<file path="src/design/conv2d_multichannel_engine_core_defines.svh">
`ifndef CONV2D_MULTICHANNEL_ENGINE_CORE_DEFINES_SVH
`define CONV2D_MULTICHANNEL_ENGINE_CORE_DEFINES_SVH

// Same-cycle implication, sampled on i_clk, off while i_rst_n is low
`define C2D_ASSERT_NOW(lbl, ante, cons, msg) \
    lbl: assert property (@(posedge i_clk) disable iff (!i_rst_n) (ante) |-> (cons)) \
        else $error(msg);

// Next-cycle implication, sampled on i_clk, off while i_rst_n is low
`define C2D_ASSERT_NEXT(lbl, ante, cons, msg) \
    lbl: assert property (@(posedge i_clk) disable iff (!i_rst_n) (ante) |=> (cons)) \
        else $error(msg);

`endif

</file>
<file path="src/design/c2d_pkg.sv">
`default_nettype none

package c2d_pkg;

    localparam int MAX_IN_CHANNELS  = 16;
    localparam int MAX_OUT_CHANNELS = 16;
    localparam int MAX_MAP_SIDE     = 32;
    localparam int MAX_KERNEL_SIDE  = 7;

    localparam int IC_W = $clog2(MAX_IN_CHANNELS);
    localparam int OC_W = $clog2(MAX_OUT_CHANNELS);
    localparam int MS_W = $clog2(MAX_MAP_SIDE);
    localparam int KS_W = $clog2(MAX_KERNEL_SIDE);

    localparam int FEAT_AW    = IC_W + 2 * MS_W;
    localparam int WGT_AW     = OC_W + IC_W + 2 * KS_W;
    localparam int FEAT_DEPTH = 2 ** FEAT_AW;
    localparam int WGT_DEPTH  = 2 ** WGT_AW;
    localparam int BIAS_DEPTH = 2 ** OC_W;

    localparam int CMD_W      = 2;
    localparam int CHAN_W     = 4;
    localparam int COORD_W    = 5;
    localparam int SAMPLE_W   = 16;
    localparam int BIAS_W     = 32;
    localparam int RESULT_W   = 32;
    localparam int PROD_W     = 2 * SAMPLE_W;
    localparam int ACC_W      =
        PROD_W + $clog2(MAX_IN_CHANNELS * MAX_KERNEL_SIDE * MAX_KERNEL_SIDE) + 1;

    localparam int CFG_IDX_W  = 3;
    localparam int CFG_DATA_W = 6;
    localparam int CNT_W      = 5;
    localparam int SIDE_W     = 6;
    localparam int KREG_W     = 3;
    localparam int PAD_W      = 2;
    localparam int POS_W      = 10;

    typedef enum logic [CMD_W-1:0] {
        CMD_SAMPLE  = 2'd0,
        CMD_WEIGHT  = 2'd1,
        CMD_BIAS    = 2'd2,
        CMD_COMPUTE = 2'd3
    } t_cmd;

    typedef enum logic [CFG_IDX_W-1:0] {
        CFG_IN_CHANNEL_COUNT  = 3'd0,
        CFG_OUT_CHANNEL_COUNT = 3'd1,
        CFG_MAP_HEIGHT        = 3'd2,
        CFG_MAP_WIDTH         = 3'd3,
        CFG_KERNEL_SIDE       = 3'd4,
        CFG_STEP_SIZE         = 3'd5,
        CFG_BORDER_WIDTH      = 3'd6
    } t_cfg_idx;

    typedef enum logic [2:0] {
        S_IDLE,
        S_PREP,
        S_RUN,
        S_DRAIN,
        S_SUM,
        S_FINISH
    } t_state;

    typedef struct packed {
        logic take;
        logic prep;
        logic issue;
        logic sum;
        logic load_out;
    } t_dp_cmd;

    typedef struct packed {
        logic bad;
        logic last_tap;
        logic pipe_busy;
        logic out_free;
    } t_dp_sts;

endpackage

`default_nettype wire

</file>
<file path="src/design/c2d_ctrl.sv">
`default_nettype none
`include "conv2d_multichannel_engine_core_defines.svh"

module c2d_ctrl import c2d_pkg::*; (
    input  wire logic             i_clk,
    input  wire logic             i_rst_n,
    input  wire logic             i_in_valid,
    input  wire logic [CMD_W-1:0] i_command,
    input  wire t_dp_sts          i_sts,
    output logic                  o_in_ready,
    output t_dp_cmd               o_cmd
);

    t_state r_state;
    t_state n_state;

    always_ff @(posedge i_clk) begin
        if (!i_rst_n) begin
            r_state <= S_IDLE;
        end else begin
            r_state <= n_state;
        end
    end

    always_comb begin
        n_state    = r_state;
        o_in_ready = 1'b0;
        o_cmd      = '0;
        unique case (r_state)
            S_IDLE: begin
                o_in_ready = i_rst_n;
                if (i_in_valid && i_rst_n) begin
                    o_cmd.take = 1'b1;
                    if (i_command == CMD_COMPUTE) begin
                        n_state = S_PREP;
                    end
                end
            end
            S_PREP: begin
                o_cmd.prep = 1'b1;
                n_state = i_sts.bad ? S_FINISH : S_RUN;
            end
            S_RUN: begin
                o_cmd.issue = 1'b1;
                if (i_sts.last_tap) begin
                    n_state = S_DRAIN;
                end
            end
            S_DRAIN: begin
                if (!i_sts.pipe_busy) begin
                    n_state = S_SUM;
                end
            end
            S_SUM: begin
                o_cmd.sum = 1'b1;
                n_state = S_FINISH;
            end
            S_FINISH: begin
                if (i_sts.out_free) begin
                    o_cmd.load_out = 1'b1;
                    n_state = S_IDLE;
                end
            end
            default: begin
                n_state = S_IDLE;
            end
        endcase
    end

    `C2D_ASSERT_NEXT(a_run_fills_pipe, r_state == S_RUN, i_sts.pipe_busy, "issue left pipe empty")
    `C2D_ASSERT_NEXT(a_bad_skips_run, (r_state == S_PREP) && i_sts.bad, r_state == S_FINISH, "bad point entered run")
    `C2D_ASSERT_NOW(a_idle_pipe_empty, o_in_ready, !i_sts.pipe_busy, "input open with taps in flight")

endmodule

`default_nettype wire

</file>
<file path="config.mk">
export PLATFORM = sky130hd
export DESIGN_NAME = c2d_ctrl
export DESIGN_NICKNAME = d
export VERILOG_FILES = /design/src/design/c2d_pkg.sv /design/src/design/c2d_ctrl.sv
export VERILOG_INCLUDE_DIRS = /design/src /design/src/design
export SDC_FILE = /design/constraint.sdc
export NUM_CORES = 1
export LEC_CHECK = 0
export BUFFER_PORTS_ARGS = -buffer_cell sky130_fd_sc_hd__clkbuf_2
export CAP_MARGIN = 20
export CORE_AREA = 5 5 42 44
export DETAILED_ROUTE_END_ITERATION = 8
export DIE_AREA = 0 0 47 49
export GPL_ROUTABILITY_DRIVEN = 0
export PLACE_DENSITY = 0.4
export SLEW_MARGIN = 30
export SYNTH_ARGS = -nofsm -noshare
export SYNTH_HDL_FRONTEND = slang
export SYNTH_SLANG_ARGS = --single-unit
</file>
<file path="constraint.sdc">
create_clock -name i_clk -period 1.1 [get_ports i_clk]
set_input_delay 0.22 -clock i_clk [delete_from_list [all_inputs] [get_ports i_clk]]
set_output_delay 0.22 -clock i_clk [all_outputs]
set_load 0.005 [all_outputs]
</file>
* Yosys cells after proc, flatten, opt, wreduce, memory -nomap -nowiden
Cells that the tools add are included.
** Operators by class
- Reduce and logical (&&, ||, !) cells :: 3
- Mux-type cells :: 15
- Equality and inequality tests :: 11
** Operators with widths (number)
- $mux 3 :: 6
- $pmux 3 s6 :: 1
- $ne 2x2->1 const B :: 5
- $mux 1 :: 8
- $eq 3x2->1 const B :: 2
- $eq 3x3->1 const B :: 2
- $reduce_and 5->1 :: 1
- $eq 3x1->1 const B :: 1
- $logic_not 3->1 :: 1
- $eq 2x2->1 const B :: 1
- $logic_and 1x1->1 :: 1
** Word-level totals
- Word-level logic and storage cells :: 30
- Register bits after elaboration :: 3
- Output and inout port bits :: 6
- Input port bits :: 9

* Longest topological paths before layout
- Word-level depth :: 4
- Depth in mapped cells :: 4
- Mapped depth without buffers :: 3

* Least setup slack after synthesis
OpenSTA, ideal clock, no wires.
- Path type :: register to register
- Start point :: register r_state[0]
- End point :: register r_state[0]
- Cell stages (with the launch flop) :: 5
- Period minus slack after synthesis :: 1.116 ns
- Required time :: 0.980 ns
- Data arrival time :: 0.996 ns
- Path buffers :: 1
- Library setup time :: 0.120 ns
- Slack :: -0.016 ns
- Path through :: dfxtp_1 > buf_2 > nand2_1 > a32o_1 > o31a_1
** Between the ends
- Word-level cells in the longest chain between the ends :: 3
- Elaborated cells between the ends (all ways) :: 13
- Classes of those cells :: 10 x eq/ne; 1 x mux; 2 x reduce/logical
** RTL lines
- start: declaration :: line c2d_ctrl.sv:14 : t_state r_state;
- start signal: assignment :: line c2d_ctrl.sv:21 : r_state <= n_state;
- $eq 3x2->1, or another cell as far along :: line c2d_ctrl.sv:29 : unique case (r_state)
- $ne 2x2->1 (no source line)
- $reduce_and 5->1 (no source line)
Several ways; a longest one is shown, not always the timed one.
A chain may end at the register's enable or synchronous reset.

==> summary.txt <==
STA
  – Tightest Pin Transition: 0.169 ns
  – Final period demand of the worst path: 1.28 ns
  – Fmax: 779 MHz
  – Fin. Hold Viols: 0
  – Max_slew headroom: 0.887
  – Setup TNS: -0.886 ns
  – RSZ-0062 raised after global routing: yes
  – Final worst slack: -0.183 ns
  – Crit share post-route: 1.17
  – Clock Skews: 0.000596 ns
  – Setup violators final: 9
  – Slew Limit Fails: 0

Yosys
  – Top cells by area, synth: dfxtp_1 (29%), nor2_1 (9.0%), and2_1 (6.0%)
  – FF+latch count, synth: 3
  – Synth Area per Inst: 7.74 sq um
  – Yosys warnings: 0
  – Post-Synthesis Net Count: 36
  – Dominant cell type by area after synthesis: dfxtp_1
  – Mapped Area: 209 sq um
  – Area share of the largest cell type after synthesis: 0.287
  – Seq/Total Area, Yosys: 0.287
  – Mapped Cells: 27
  – Netlist cell types: 18

Clock network
  – Longest Clk Path Bufs: 2
  – Num CTS Buffers: 3
  – Reg clk slew, reported paths: 0.03 ns
  – Clock Latency Late Sink: 0.23 ns
  – TritonCTS clock tree: done
  – Post-CTS Hold Buffers: 0
  – Clock sink total: 3
  – CTS H-tree depth: 1
  – Clock Root Buffer: clkbuf_4

Global route
  – Total grt overflow: 0
  – Initial antenna violation count: 0
  – Global-route usage over all layers: 0.0625
  – Largest net degree at the start of global routing: 7
  – First-pass GRT wire length: 979 microns
  – Vias in the first global route: 269

Placement
  – Dpl cell area: 324 sq um
  – Final HPWL DP: 524 microns
  – Pre-CTS WS: -0.0392 ns
  – I/O Buffers: 14
  – Dpl cells: 60

Cells and area
  – Biggest regs: r_state x3
  – Final nets: 61
  – Most frequent cells in the layout: clkbuf_2 (12), buf_6 (4)
  – Top reg by flops: r_state
  – Synth-to-Final Area Change: 110%
  – Most common cell after layout, fill and taps aside: clkbuf_2
  – Finished Layout Cells: 67
  – Design Area, Final: 438 sq um
  – Filler Cell Count: 164
  – Antenna diode count: 0
  – Max reg flops: 3
  – Layout cell share with drive strength beyond 1: 0.706

Route
  – ANT nets after route: 0
  – Post-route DRC: 0
  – Final wirelength: 712 microns
  – DRT Pass-1 Iters: 2
  – Vias/cell: 4.10
  – Via count: 275
  – Routed len/inst: 10.6 microns
  – DR iter-0 viols: 2

Setup path
  – Reg-to-reg startpoint: r_state[0]$_SDFFE_PN0P_
  – CP Capture Type: output port
  – R2R Path End: r_state[0]$_SDFFE_PN0P_
  – CP Max Fanout: 5
  – R2R depth: 5
  – Data arrival, critical path: 1.06 ns
  – WS Path Type: register to output port
  – CP Launch Type: register
  – Worst path required time: 0.88 ns
  – R2R setup slack: -0.09 ns

Power and ir drop
  – Leak: 0.000204 uW
  – PwrDens: 1050 mW/mm^2
  – Peak supply drop: 0.279 mV

Floorplanning
  – Core Box Area: 0.00140 sq mm
  – Starting Density: 0.149
  – Die W: 47 microns
  – Row cnt: 14
  – Top Ports: 15
  – Die Area: 0.00230 sq mm
  – Die Ht: 49 microns

Worst hold path
  – Hold EP: r_state[1]$_SDFFE_PN0P_
  – Hold/Removal Path Class: primary input to register
  – Hold depth: 3
  – Min-Delay Startpoint: i_rst_n

Outcome
  – Outcome: complete, but fails checks
  – Failing checks: negative setup slack

Job
  – Max_cap viols: 0
## what timing repair did
action / in CTS / in global routing
setup buffers: 4 / 0
pin swaps: 4 / 4
endpoints found under the setup margin: 7 / 9
resized for setup: 13 / 7
## cells by family after synthesis
group | Yosys count | share of synthesized area
buf+inv | 1 | 0.0239
compound gates | 4 | 0.150
flops | 3 | 0.287
mux | 1 | 0.0479
simple gates | 18 | 0.491
## worst max path at each step
stage,startpoint,endpoint,cells past startpoint
6_report,r_state[2]$_SDFFE_PN0P_,o_cmd[4],4
5_1_grt,r_state[2]$_SDFFE_PN0P_,o_cmd[3],4
4_1_cts,r_state[2]$_SDFFE_PN0P_,o_cmd[4],4
3_5_place_dp,r_state[2]$_SDFFE_PN0P_,o_cmd[4],4
3_3_place_gp,r_state[2]$_SDFFE_PN0P_,o_cmd[4],4
2_1_floorplan,r_state[1]$_SDFFE_PN0P_,r_state[0]$_SDFFE_PN0P_,3
## cell type report
type,instances,area (sq um),share of cell area
Multi-Input combinational cell,23,185,0.423
Timing Repair Buffer,21,138,0.314
Sequential cell,3,68.8,0.157
Clock buffer,4,26.3,0.0600
Tap cell,16,20.0,0.0457
## worst max-delay path, stage by stage (launching register included)
cell and delay [ns]:
dfxtp_2 0.33, nand2b_4 0.14, nor3_2 0.12, and2_1 0.14
clkbuf_2 0.10
## synthesized netlist by cell type
| master | number |
|---|---|
| nand2b_1 | 2 |
| o21a_1 | 1 |
| nor2b_1 | 2 |
| nor3b_1 | 1 |
| nor2_2 | 1 |
| or2b_1 | 1 |
| o31a_1 | 1 |
| and2_2 | 1 |
| and2_1 | 2 |
| a32o_1 | 1 |
| nor3_1 | 1 |
| nand2_1 | 1 |
| and4_1 | 1 |
| a21oi_1 | 1 |
| dfxtp_1 | 3 |
| nor2_1 | 5 |
| buf_2 | 1 |
| mux2i_1 | 1 |
## stage by stage
step / power (uW) / hold WS [ns] / utilization
6_report: 460 / 0.258 / 0.313
5_1_grt: 489 / 0.259 / 0.313
4_1_cts: 456 / 0.255 / 0.299
3_5_place_dp: 228 / 0.474 / 0.231
3_3_place_gp: 229 / 0.475 / 0.231
2_1_floorplan: 178 / 0.337 / -
## where the power goes
group	internal (uW)	leakage (uW)	switching (uW)
Sequential	117	0.0000264	11.9
Clock	136	0.0000150	51.3
Combinational	89.3	0.000162	54.9
## routing by layer
layer,up-vias,track usage,routed length [microns]
met1,129,0.0437,208
met2,6,0.115,447
met3,0,0.0221,57
li1,140,-,-
met5,-,0,0
met4,0,0.0553,0
Power figures use the tool's default switching activity.
